File: config.mk
export PLATFORM = sky130hd
export DESIGN_NAME = png_chunk_stream_validator_flat
export DESIGN_NICKNAME = d
export VERILOG_FILES = /design/src/hw/rtl/pngcsv_pkg.sv /design/src/hw/rtl/pngcsv_item_if.sv /design/src/hw/rtl/pngcsv_result_if.sv /design/src/hw/rtl/png_chunk_stream_validator.sv /design/src/hw/rtl/pngcsv_parser.sv /design/src/flat_wrapper.sv
export VERILOG_INCLUDE_DIRS = /design/src /design/src/hw/rtl
export SDC_FILE = /design/constraint.sdc
export NUM_CORES = 1
export LEC_CHECK = 0
export BUFFER_PORTS_ARGS = -buffer_cell sky130_fd_sc_hd__buf_2
export CAP_MARGIN = 20
export CELL_PAD_IN_SITES_DETAIL_PLACEMENT = 2
export CELL_PAD_IN_SITES_GLOBAL_PLACEMENT = 2
export CORE_UTILIZATION = 40
export CTS_CLUSTER_DIAMETER = 60
export CTS_CLUSTER_SIZE = 28
export DETAILED_ROUTE_END_ITERATION = 7
export GPL_ROUTABILITY_DRIVEN = 0
export PLACE_DENSITY = 0.91
export SYNTH_ARGS = -nofsm -noshare
export SYNTH_HDL_FRONTEND = slang
export SYNTH_SLANG_ARGS = --single-unit
export TNS_END_PERCENT = 5
File: constraint.sdc
create_clock -name clk -period 12.87 [get_ports clk]
set_input_delay 1.9305 -clock clk [delete_from_list [all_inputs] [get_ports clk]]
set_output_delay 1.9305 -clock clk [all_outputs]
set_load 0.02 [all_outputs]
File: src/hw/rtl/png_chunk_stream_validator_defines.svh
// assertion macros for the png chunk stream validator rtl
`ifndef PNG_CHUNK_STREAM_VALIDATOR_DEFINES_SVH
`define PNG_CHUNK_STREAM_VALIDATOR_DEFINES_SVH

// same-cycle implication, sampled on clk, off during reset
`define PNGCSV_ASSERT_NOW(lbl, ante, cons, msg) \
  lbl: assert property (@(posedge clk) disable iff (rst) (ante) |-> (cons)) \
    else $error(msg);

// next-cycle implication, sampled on clk, off during reset
`define PNGCSV_ASSERT_NEXT(lbl, ante, cons, msg) \
  lbl: assert property (@(posedge clk) disable iff (rst) (ante) |=> (cons)) \
    else $error(msg);

`endif

File: src/hw/rtl/pngcsv_pkg.sv
`timescale 1ns / 1ps

package pngcsv_pkg;

  // field widths
  localparam int BYTE_W  = 8;
  localparam int CODE_W  = 3;
  localparam int COUNT_W = 32;
  localparam int CFG_W   = 32;
  localparam int CFG_INDEX_W = 1;

  // register indexes
  localparam logic [CFG_INDEX_W-1:0] REG_MAX_CHUNK_LENGTH = 1'b0;
  localparam logic [CFG_INDEX_W-1:0] REG_MAX_FILE_BYTES   = 1'b1;

  // register reset values
  localparam logic [CFG_W-1:0] MAX_CHUNK_LENGTH_RESET = 32'd40960;
  localparam logic [CFG_W-1:0] MAX_FILE_BYTES_RESET   = 32'd41943040;

  // parse phases, also used as byte roles
  localparam logic [CODE_W-1:0] PH_SIG  = 3'd0;
  localparam logic [CODE_W-1:0] PH_LEN  = 3'd1;
  localparam logic [CODE_W-1:0] PH_TYPE = 3'd2;
  localparam logic [CODE_W-1:0] PH_DATA = 3'd3;
  localparam logic [CODE_W-1:0] PH_CRC  = 3'd4;
  localparam logic [CODE_W-1:0] ROLE_IGNORED = 3'd5;

  // status codes
  localparam logic [CODE_W-1:0] ST_BUSY       = 3'd0;
  localparam logic [CODE_W-1:0] ST_DONE       = 3'd1;
  localparam logic [CODE_W-1:0] ST_BADSIG     = 3'd2;
  localparam logic [CODE_W-1:0] ST_CHUNK_LONG = 3'd3;
  localparam logic [CODE_W-1:0] ST_FILE_LONG  = 3'd4;
  localparam logic [CODE_W-1:0] ST_TRUNC      = 3'd5;

  typedef struct packed {
    logic [BYTE_W-1:0] data_byte;
    logic              start_candidate;
    logic              stream_end;
  } item_t;

  typedef struct packed {
    logic [BYTE_W-1:0]  byte_echo;
    logic [CODE_W-1:0]  byte_role;
    logic [CODE_W-1:0]  status;
    logic [COUNT_W-1:0] bytes_accepted;
  } result_t;

  typedef struct packed {
    logic [CFG_W-1:0] max_chunk_length;
    logic [CFG_W-1:0] max_file_bytes;
  } limits_t;

  // png file signature, one byte per position
  function automatic logic [BYTE_W-1:0] sig_byte(input logic [2:0] pos);
    logic [BYTE_W-1:0] v;
    case (pos)
      3'd0:    v = 8'h89;
      3'd1:    v = 8'h50;
      3'd2:    v = 8'h4E;
      3'd3:    v = 8'h47;
      3'd4:    v = 8'h0D;
      3'd5:    v = 8'h0A;
      3'd6:    v = 8'h1A;
      default: v = 8'h0A;
    endcase
    return v;
  endfunction

  // end chunk type tag
  function automatic logic [BYTE_W-1:0] iend_byte(input logic [1:0] pos);
    logic [BYTE_W-1:0] v;
    case (pos)
      2'd0:    v = 8'h49;
      2'd1:    v = 8'h45;
      2'd2:    v = 8'h4E;
      default: v = 8'h44;
    endcase
    return v;
  endfunction

endpackage

File: src/hw/rtl/pngcsv_item_if.sv
`timescale 1ns / 1ps

interface pngcsv_item_if;
  logic                          valid;
  logic                          ready;
  logic [pngcsv_pkg::BYTE_W-1:0] data_byte;
  logic                          start_candidate;
  logic                          stream_end;

  modport source (output valid, output data_byte, output start_candidate,
                  output stream_end, input ready);
  modport sink (input valid, input data_byte, input start_candidate,
                input stream_end, output ready);
endinterface

File: src/hw/rtl/pngcsv_result_if.sv
`timescale 1ns / 1ps

interface pngcsv_result_if;
  logic                           valid;
  logic                           ready;
  logic [pngcsv_pkg::BYTE_W-1:0]  byte_echo;
  logic [pngcsv_pkg::CODE_W-1:0]  byte_role;
  logic [pngcsv_pkg::CODE_W-1:0]  status;
  logic [pngcsv_pkg::COUNT_W-1:0] bytes_accepted;

  modport source (output valid, output byte_echo, output byte_role,
                  output status, output bytes_accepted, input ready);
  modport sink (input valid, input byte_echo, input byte_role,
                input status, input bytes_accepted, output ready);
endinterface

File: src/hw/rtl/png_chunk_stream_validator.sv
// png chunk stream validator: one result per input byte
// a result is registered and shown in the cycle after its byte transfers
// throughput: one byte per cycle unless a waiting result holds off input; the parse state updates on each transfer
// a waiting result holds off input; a byte still enters in the cycle its result leaves
// reset (rst, synchronous): parser idle, limits to 40960 and 41943040
`timescale 1ns / 1ps

module png_chunk_stream_validator (
  input  logic                               clk,
  input  logic                               rst,
  pngcsv_item_if.sink                        item,
  pngcsv_result_if.source                    result,
  input  logic                               cfg_we,
  input  logic [pngcsv_pkg::CFG_INDEX_W-1:0] cfg_index,
  input  logic [pngcsv_pkg::CFG_W-1:0]       cfg_data
);

  pngcsv_pkg::limits_t limits;
  pngcsv_pkg::item_t   in_item;
  pngcsv_pkg::result_t step_res;
  pngcsv_pkg::result_t res_reg;
  logic                res_valid;
  logic                step;

  // configuration registers
  always_ff @(posedge clk) begin
    if (rst) begin
      limits.max_chunk_length <= pngcsv_pkg::MAX_CHUNK_LENGTH_RESET;
      limits.max_file_bytes   <= pngcsv_pkg::MAX_FILE_BYTES_RESET;
    end else if (cfg_we) begin
      case (cfg_index)
        pngcsv_pkg::REG_MAX_CHUNK_LENGTH: limits.max_chunk_length <= cfg_data;
        pngcsv_pkg::REG_MAX_FILE_BYTES:   limits.max_file_bytes   <= cfg_data;
        default: ;
      endcase
    end
  end

  // input transfer
  assign item.ready = !res_valid || result.ready;
  assign step       = item.valid && item.ready;

  assign in_item.data_byte       = item.data_byte;
  assign in_item.start_candidate = item.start_candidate;
  assign in_item.stream_end      = item.stream_end;

  pngcsv_parser u_parser (
    .clk    (clk),
    .rst    (rst),
    .step   (step),
    .item   (in_item),
    .limits (limits),
    .res    (step_res)
  );

  // result register
  always_ff @(posedge clk) begin
    if (rst) begin
      res_valid <= 1'b0;
    end else if (step) begin
      res_valid <= 1'b1;
    end else if (result.ready) begin
      res_valid <= 1'b0;
    end
  end

  always_ff @(posedge clk) begin
    if (step) begin
      res_reg <= step_res;
    end
  end

  assign result.valid          = res_valid;
  assign result.byte_echo      = res_reg.byte_echo;
  assign result.byte_role      = res_reg.byte_role;
  assign result.status         = res_reg.status;
  assign result.bytes_accepted = res_reg.bytes_accepted;

endmodule

File: src/hw/rtl/pngcsv_parser.sv
`timescale 1ns / 1ps
`include "png_chunk_stream_validator_defines.svh"

module pngcsv_parser (
  input  logic                clk,
  input  logic                rst,
  input  logic                step,
  input  pngcsv_pkg::item_t   item,
  input  pngcsv_pkg::limits_t limits,
  output pngcsv_pkg::result_t res
);

  // parse state
  logic                           active;
  logic [pngcsv_pkg::CODE_W-1:0]  phase;
  logic [2:0]                     field_position;
  logic [pngcsv_pkg::COUNT_W-1:0] chunk_length;
  logic [pngcsv_pkg::COUNT_W-1:0] data_remaining;
  logic [pngcsv_pkg::COUNT_W-1:0] byte_total;
  logic                           type_is_end;

  logic                           active_next;
  logic [pngcsv_pkg::CODE_W-1:0]  phase_next;
  logic [2:0]                     field_position_next;
  logic [pngcsv_pkg::COUNT_W-1:0] chunk_length_next;
  logic [pngcsv_pkg::COUNT_W-1:0] data_remaining_next;
  logic [pngcsv_pkg::COUNT_W-1:0] byte_total_next;
  logic                           type_is_end_next;

  logic [pngcsv_pkg::COUNT_W-1:0] total_inc;
  logic                           decided;
  logic [pngcsv_pkg::CODE_W-1:0]  status;
  logic [pngcsv_pkg::CODE_W-1:0]  role;

  // one byte of parsing
  always_comb begin
    active_next         = active;
    phase_next          = phase;
    field_position_next = field_position;
    chunk_length_next   = chunk_length;
    data_remaining_next = data_remaining;
    byte_total_next     = byte_total;
    type_is_end_next    = type_is_end;
    status  = pngcsv_pkg::ST_BUSY;
    decided = 1'b0;

    // restart clears the parse
    if (item.start_candidate) begin
      active_next         = 1'b1;
      phase_next          = pngcsv_pkg::PH_SIG;
      field_position_next = 3'd0;
      chunk_length_next   = '0;
      data_remaining_next = '0;
      byte_total_next     = '0;
      type_is_end_next    = 1'b0;
    end

    // saturating count of the byte
    total_inc = (&byte_total_next) ? byte_total_next
                                   : byte_total_next + 32'd1;
    role = active_next ? phase_next : pngcsv_pkg::ROLE_IGNORED;

    if (active_next) begin
      case (phase_next)
        pngcsv_pkg::PH_SIG: begin
          if (item.data_byte != pngcsv_pkg::sig_byte(field_position_next)) begin
            status  = pngcsv_pkg::ST_BADSIG;
            decided = 1'b1;
          end else begin
            byte_total_next = total_inc;
            if (field_position_next == 3'd7) begin
              phase_next          = pngcsv_pkg::PH_LEN;
              field_position_next = 3'd0;
            end else begin
              field_position_next = field_position_next + 3'd1;
            end
          end
        end
        pngcsv_pkg::PH_LEN: begin
          if (field_position_next == 3'd0 &&
              byte_total_next >= limits.max_file_bytes) begin
            status  = pngcsv_pkg::ST_FILE_LONG;
            decided = 1'b1;
          end else begin
            chunk_length_next = {chunk_length_next[23:0], item.data_byte};
            byte_total_next   = total_inc;
            if (field_position_next == 3'd3) begin
              phase_next          = pngcsv_pkg::PH_TYPE;
              field_position_next = 3'd0;
            end else begin
              field_position_next = field_position_next + 3'd1;
            end
          end
        end
        pngcsv_pkg::PH_TYPE: begin
          if (field_position_next == 3'd0) begin
            type_is_end_next = (item.data_byte == pngcsv_pkg::iend_byte(2'd0));
          end else begin
            type_is_end_next = type_is_end_next &&
              (item.data_byte == pngcsv_pkg::iend_byte(field_position_next[1:0]));
          end
          if (field_position_next >= 3'd3) begin
            if (chunk_length_next >= limits.max_chunk_length) begin
              status  = pngcsv_pkg::ST_CHUNK_LONG;
              decided = 1'b1;
            end else begin
              byte_total_next     = total_inc;
              data_remaining_next = chunk_length_next;
              phase_next = (chunk_length_next != '0) ? pngcsv_pkg::PH_DATA
                                                     : pngcsv_pkg::PH_CRC;
              field_position_next = 3'd0;
            end
          end else begin
            byte_total_next     = total_inc;
            field_position_next = field_position_next + 3'd1;
          end
        end
        pngcsv_pkg::PH_DATA: begin
          byte_total_next = total_inc;
          if (data_remaining_next != '0) begin
            data_remaining_next = data_remaining_next - 32'd1;
          end
          if (data_remaining_next == '0) begin
            phase_next          = pngcsv_pkg::PH_CRC;
            field_position_next = 3'd0;
          end
        end
        default: begin
          byte_total_next = total_inc;
          if (field_position_next == 3'd3) begin
            field_position_next = 3'd0;
            if (type_is_end_next) begin
              status  = pngcsv_pkg::ST_DONE;
              decided = 1'b1;
            end else begin
              phase_next        = pngcsv_pkg::PH_LEN;
              chunk_length_next = '0;
            end
          end else begin
            field_position_next = field_position_next + 3'd1;
          end
        end
      endcase

      // early end of stream
      if (!decided && item.stream_end) begin
        status  = pngcsv_pkg::ST_TRUNC;
        decided = 1'b1;
      end
      if (decided) begin
        active_next = 1'b0;
      end
    end

    res.byte_echo      = item.data_byte;
    res.byte_role      = role;
    res.status         = status;
    res.bytes_accepted = byte_total_next;
  end

  // state update on each transfer
  always_ff @(posedge clk) begin
    if (rst) begin
      active         <= 1'b0;
      phase          <= pngcsv_pkg::PH_SIG;
      field_position <= 3'd0;
      chunk_length   <= '0;
      data_remaining <= '0;
      byte_total     <= '0;
      type_is_end    <= 1'b0;
    end else if (step) begin
      active         <= active_next;
      phase          <= phase_next;
      field_position <= field_position_next;
      chunk_length   <= chunk_length_next;
      data_remaining <= data_remaining_next;
      byte_total     <= byte_total_next;
      type_is_end    <= type_is_end_next;
    end
  end

  // checks
  `PNGCSV_ASSERT_NEXT(a_end_goes_idle,
    step && res.status != pngcsv_pkg::ST_BUSY, !active,
    "parser still active after a final status")
  `PNGCSV_ASSERT_NEXT(a_idle_holds_total,
    step && !active && !item.start_candidate, $stable(byte_total),
    "byte total moved on an ignored byte")
  `PNGCSV_ASSERT_NOW(a_data_nonzero,
    phase == pngcsv_pkg::PH_DATA, data_remaining != '0,
    "data phase with nothing remaining")
  `PNGCSV_ASSERT_NOW(a_restart_count,
    step && item.start_candidate, res.bytes_accepted <= 32'd1,
    "restart byte counted more than once")

endmodule
File: src/flat_wrapper.sv
// flat-port wrapper written by rule: the top's interface ports become plain ports
module png_chunk_stream_validator_flat 
  (clk, rst, cfg_we, cfg_index, cfg_data, item_valid, item_data_byte, item_start_candidate, item_stream_end, item_ready, result_valid, result_byte_echo, result_byte_role, result_status, result_bytes_accepted, result_ready);
  pngcsv_item_if item_i ();
  pngcsv_result_if result_i ();
  input  logic clk;
  input  logic rst;
  input  logic cfg_we;
  input  logic [pngcsv_pkg::CFG_INDEX_W-1:0] cfg_index;
  input  logic [pngcsv_pkg::CFG_W-1:0] cfg_data;
  input wire logic [$bits(item_i.valid)-1:0] item_valid;
  input wire logic [$bits(item_i.data_byte)-1:0] item_data_byte;
  input wire logic [$bits(item_i.start_candidate)-1:0] item_start_candidate;
  input wire logic [$bits(item_i.stream_end)-1:0] item_stream_end;
  output wire logic [$bits(item_i.ready)-1:0] item_ready;
  output wire logic [$bits(result_i.valid)-1:0] result_valid;
  output wire logic [$bits(result_i.byte_echo)-1:0] result_byte_echo;
  output wire logic [$bits(result_i.byte_role)-1:0] result_byte_role;
  output wire logic [$bits(result_i.status)-1:0] result_status;
  output wire logic [$bits(result_i.bytes_accepted)-1:0] result_bytes_accepted;
  input wire logic [$bits(result_i.ready)-1:0] result_ready;
  assign item_i.valid = item_valid;
  assign item_i.data_byte = item_data_byte;
  assign item_i.start_candidate = item_start_candidate;
  assign item_i.stream_end = item_stream_end;
  assign item_ready = item_i.ready;
  assign result_valid = result_i.valid;
  assign result_byte_echo = result_i.byte_echo;
  assign result_byte_role = result_i.byte_role;
  assign result_status = result_i.status;
  assign result_bytes_accepted = result_i.bytes_accepted;
  assign result_i.ready = result_ready;
  png_chunk_stream_validator u_core (.clk(clk), .rst(rst), .item(item_i), .result(result_i), .cfg_we(cfg_we), .cfg_index(cfg_index), .cfg_data(cfg_data));
endmodule
# After elaboration in Yosys (flattened, before gate mapping)
# Cells that the tools add are included.
# word_totals
regBits	215
input_bits	48
out_inout_bits	48
elab_cells	135
# classes
n_addsub	3
order_cmp	3
eq_ne	14
muxes	79
bitwise_logic	2
reduce_logical	19
# op_table
operator	n
32-bit two-way mux	19
32-bit case mux with 2 select lines	2
32-bit case mux with 3 select lines	1
3-bit two-way mux	23
32-bit >= comparator	2
32-bit nonzero test	2
8-bit case mux with 6 select lines	1
8-bit two-way mux	5
3-bit case mux with 4 select lines	3
32-bit by 1-bit adder with 32-bit output (second input constant)	1
32-bit logical NOT	1
32-bit AND reduction	1
32-bit by 1-bit subtractor with 32-bit output (second input constant)	1
1-bit two-way mux	20
3-bit by 2-bit equality test with 1-bit output (second input constant)	4
4-bit case mux with 3 select lines	1
3-bit equality test (second input constant)	3
8-bit by 7-bit equality test with 1-bit output (second input constant)	1
8-bit equality test	1
8-bit inequality test	1
3-bit by 1-bit equality test with 1-bit output (second input constant)	2
3-bit logical NOT	2
2-bit two-way mux	3
1-bit logical AND	4
13 further kinds	16

# Depth between registers and ports, before layout
# depth
ltp_word	15
ltp_mapped	23
ltp_nobuf	13

# Modules after synthesis
# A second synthesis with hierarchy kept.
# hier_totals
hier_cells	1706
area_unflattened_um2	14158.6
# by_module_without_submodules
module	instances	cells_per_inst	area_each_um2	seq_area_each_um2
pngcsv_parser	1	1406	10010.9	2082.0
png_chunk_stream_validator	1	300	4147.7	2682.6

# Least setup slack after synthesis
# OpenSTA, ideal clock, no wires.
# synth_timing
kind	input -> register
from	input item_start_candidate
to	register u_core.res_reg (netlist bit u_core.result.bytes_accepted[14]) (data pin)
setup_ns	0.266
t_arrival_ns	6.701
required_time_ns	12.604
setup_slack_ns	5.903
stages	23
n_path_buf	12
path_cell_list	buf_2 clkbuf_1 buf_2 buf_2 buf_1 clkbuf_1 buf_1 buf_1 buf_1 nor2_1 ha_1 and4_1 and4_1 nand2_1 a31oi_1 o32ai_1 o31ai_1 clkbuf_1 clkbuf_1 buf_1 nor3_1 xnor2_1 nor2_1
# synth_rtl
element	line	source
from (decl)	flat_wrapper.sv:13	input wire logic [$bits(item_i.start_candidate)-1:0] item_start_candidate;
to (signal assigned)	png_chunk_stream_validator.sv:69	res_reg <= step_res;
to (decl)	png_chunk_stream_validator.sv:21	pngcsv_pkg::result_t res_reg;

==> results.md <==
- P_leak: 5.68 nW
- Share of cells above drive strength 1: 12.2%
- Max-slew violations: 0
- Synthesized netlist cell count: 1736
- Worst vdd ir: 0.111 mV
- R2R cell count: 14
- Final Hold Viols: 0
- Count of cell types in the netlist: 88
- Slew headroom: 25.2%
- 1st-pass router iterations: 6
- Initial Utilization: 40.8%
- Mux contribution to synthesized area: 2.84%
- Vias/cell: 6.81
- DRT iter0 DRCs: 1625
- Clk_lat worst skew: 0.58 ns
- Overall Global Routing Usage: 38.3%
- Die Wd: 187 um
- RSZ-0062 raised after global routing: no
- ANT nets after route: 0
- Min-Delay Path Class: register to register
- GR Overflow Total: 0
- H-tree depth: 1
- Root buffer cell: clkbuf_16
- Netlist Area Pre-Place: 13700 um^2
- Reg-to-reg slack, setup: 7.86 ns
- Clock buffer depth: 3
- Post-synthesis sequential area ratio: 34.7%
- Simple-gate share of the synthesized area: 25.3%
- CTS Buf Count: 29
- Initial antenna violation count: 2
- Die H: 187 um
- CP max FO: 76
- Adder-Cell Fraction of Synth Area: 6.84%
- FF+latch count, synth: 215
- Fin cells: 2240
- F_max: 0.147 GHz
- Ys async rst share: 0%
- Final worst path period share: 53.0%
- DR WL/cell: 30.5 um
- Final HPWL DP: 42400 um
- Status: complete, no violations
- Yosys warning count: 0
- Setup bufs post-CTS: 0
- Critical Path RT: 13.19 ns
- Setup TNS: 0 ns
- Routed WL: 68300 um
- Placed instance area: 14600 um^2
- Max Cap Violations: 0
- Critical Path AT: 7.14 ns
- Critical path type: input pin to register
- Mapped Nets: 1859
- CP Launch Point: item_start_candidate
- Nets: 1891
- CTS tree: built
- Largest family of logic cells by synthesized area: simple AND/OR/NAND/NOR gates
- Core area: 33600 um^2
- Clock-pin slew on the worst setup and hold paths: 0.06 ns
- Pwr dens: 114 nW/um^2
- # rows: 67
- Worst Skew: 0.0195 ns
- Input/output buffers: 95
- Reg2reg start: u_core.u_parser.field_position[0]
- Number of I/O pins: 96
- CP max-delay cell: buf_4
- Final Util: 46.4%
- Area delta synth->final: 13.7%
- Die Footprint: 35000 um^2
- Final Cell Area: 15600 um^2
- Slowest stage delay, CP: 0.78 ns
- First-pass GRT wire length: 105000 um
- Cts-stage hold buffer count: 0
- Worst r2r dst: u_core.result.bytes_accepted[27]
- Worst-margin pin slew: 1.12 ns
- DRC viols: 0
- CP dominant cell by count: buf_4
- Syn Area/Cell: 7.90 um^2
- Crit. End Element: register
- Largest net degree at the start of global routing: 78
- Placed Instances: 2183
- Routed via count: 15300
- Num Clock Sinks: 215
- Setup crit end: u_core.result.bytes_accepted[27]
- Final min period: 6.82 ns
- Post-synth EDFFs: 46
- Final setup vio count: 0
- Complex-gate fraction of the synthesized area: 22.1%
- Most common flop cell mapped by yosys: dfxtp_1
- Xor/xnor share of the synthesized area: 2.16%
- CP Cell Sequence: buf_4, buf_4, nand2b_1, ha_1, nor2_1, o21ai_0, o2111ai_1, or4_4, nor3_4, o31ai_4, buf_4, or4_1, nor2_1, mux2_2
- Vias in the first global route: 16500
- Worst Setup Start Kind: input pin
- Cts repair resizes: 0
-- stage by stage --
step,hold slack (ns),power (mW),setup slack (ns)
finish,0.466,1.78,6.05
global route,0.496,1.82,5.76
CTS,0.464,1.78,6.15
detailed placement,0.454,0.910,5.70
global placement,0.444,0.895,5.96
floorplan,0.436,0.837,5.90
-- where the power goes --
part | total [mW] | switching (mW) | internal [mW]
combinational | 0.191 | 0.139 | 0.0522
sequential | 0.720 | 0.0131 | 0.707
clock | 0.872 | 0.394 | 0.478
total | 1.78 | 0.547 | 1.24
-- cell usage in the layout (no fill, tap or decap), types with 6 or more instances in the layout --
cell,n
xnor2_1,27
inv_8,7
o2111ai_1,6
nor3_1,43
and4_1,9
or3_1,21
nand3_1,32
mux2i_1,30
buf_2,93
edfxtp_1,46
inv_1,92
o22ai_1,25
o21ai_0,90
dfxtp_1,169
and2_1,6
mux2_2,8
a21o_1,10
buf_4,22
nor2_1,134
o31ai_1,11
a21oi_1,136
inv_6,7
a22oi_1,40
and3_1,12
or2_2,7
a211oi_1,6
clkbuf_16,29
a22o_1,28
nand2_1,244
nor4_1,41
or4_1,12
ha_1,75
nand2b_1,14
nand4_1,20
o211ai_1,14
nor2b_1,70
a31oi_1,24
-- metal layers --
layer	wire, um	vias to the layer above	GRT usage, %
li1	-	6349	-
met1	27100	7657	47.4
met2	32000	962	63.1
met3	5820	289	8.14
met4	3370	2	18.9
met5	11	-	0
-- how the worst min path moves through the flow --
stage                      startpoint           endpoint  depth (start not counted)
floorplan           u_core.limits[10]  u_core.limits[10]                          2
global placement    u_core.limits[34]  u_core.limits[34]                          2
detailed placement  u_core.limits[10]  u_core.limits[10]                          2
CTS                 u_core.limits[10]  u_core.limits[10]                          2
global route        u_core.limits[61]  u_core.limits[61]                          2
finish              u_core.limits[58]  u_core.limits[58]                          2
-- synth_stat cells, types with 9 or more instances --
cell type	number	area (um^2)
nand2_1	244	916
dfxtp_1	169	3380
a21oi_1	136	681
nor2_1	134	503
clkbuf_1	93	349
inv_1	93	349
o21ai_0	91	455
ha_1	75	938
nor2b_1	72	450
edfxtp_1	46	1380
nor3_1	44	220
nor4_1	41	257
a22oi_1	40	300
nand3_1	32	160
mux2i_1	30	300
a22o_1	28	245
xnor2_1	27	236
o22ai_1	25	156
a31oi_1	24	150
or3_1	21	131
nand4_1	20	125
buf_1	18	67.6
nand2b_1	14	87.6
o211ai_1	14	105
and3_1	12	75.1
o31ai_1	12	90.1
or4_1	12	90.1
a21o_1	10	75.1
and4_1	9	78.8
-- registers in the layout (all words and copies together) (netlist names) --
name / count
u_core.u_parser.data_remaining: 32
u_core.u_parser.phase: 3
u_core.result.status: 3
u_core.u_parser.field_position: 3
u_core.result.bytes_accepted: 32
u_core.u_parser.active: 1
u_core.u_parser.type_is_end: 1
u_core.limits: 64
u_core.u_parser.byte_total: 32
u_core.result.byte_echo: 8
u_core.result.valid: 1
u_core.result.byte_role: 3
u_core.u_parser.chunk_length: 32
-- cell type report --
| cell class | instances | area, um^2 |
|---|---|---|
| well taps | 448 | 561 |
| inverters | 95 | 357 |
| diodes | 2 | 5.00 |
| clock inverters | 22 | 279 |
| clock buffers | 31 | 733 |
| multi-input cells | 1307 | 8170 |
| flip-flops and latches | 215 | 4760 |
| fillers | 3667 | 18000 |
| repair buffers | 120 | 743 |
-- critical path: cells and delay by family --
family                     cells  cell delay [ns]
AOI/OAI and AO/OA              3             0.45
adders and majority gates      1             0.42
buffers and inverters          3             1.57
and+or+nand+nor                6             2.37
muxes                          1             0.35
-- kinds of logic after synthesis --
kind of cell | count (synthesis)
AO/OA/AOI/OAI | 464
XOR/XNOR | 33
adder cells (fa/ha/maj) | 75
buffers and inverters | 214
flip-flops | 215
multiplexers | 38
AND/OR/NAND/NOR | 697
(Power assumes the default switching activity.)
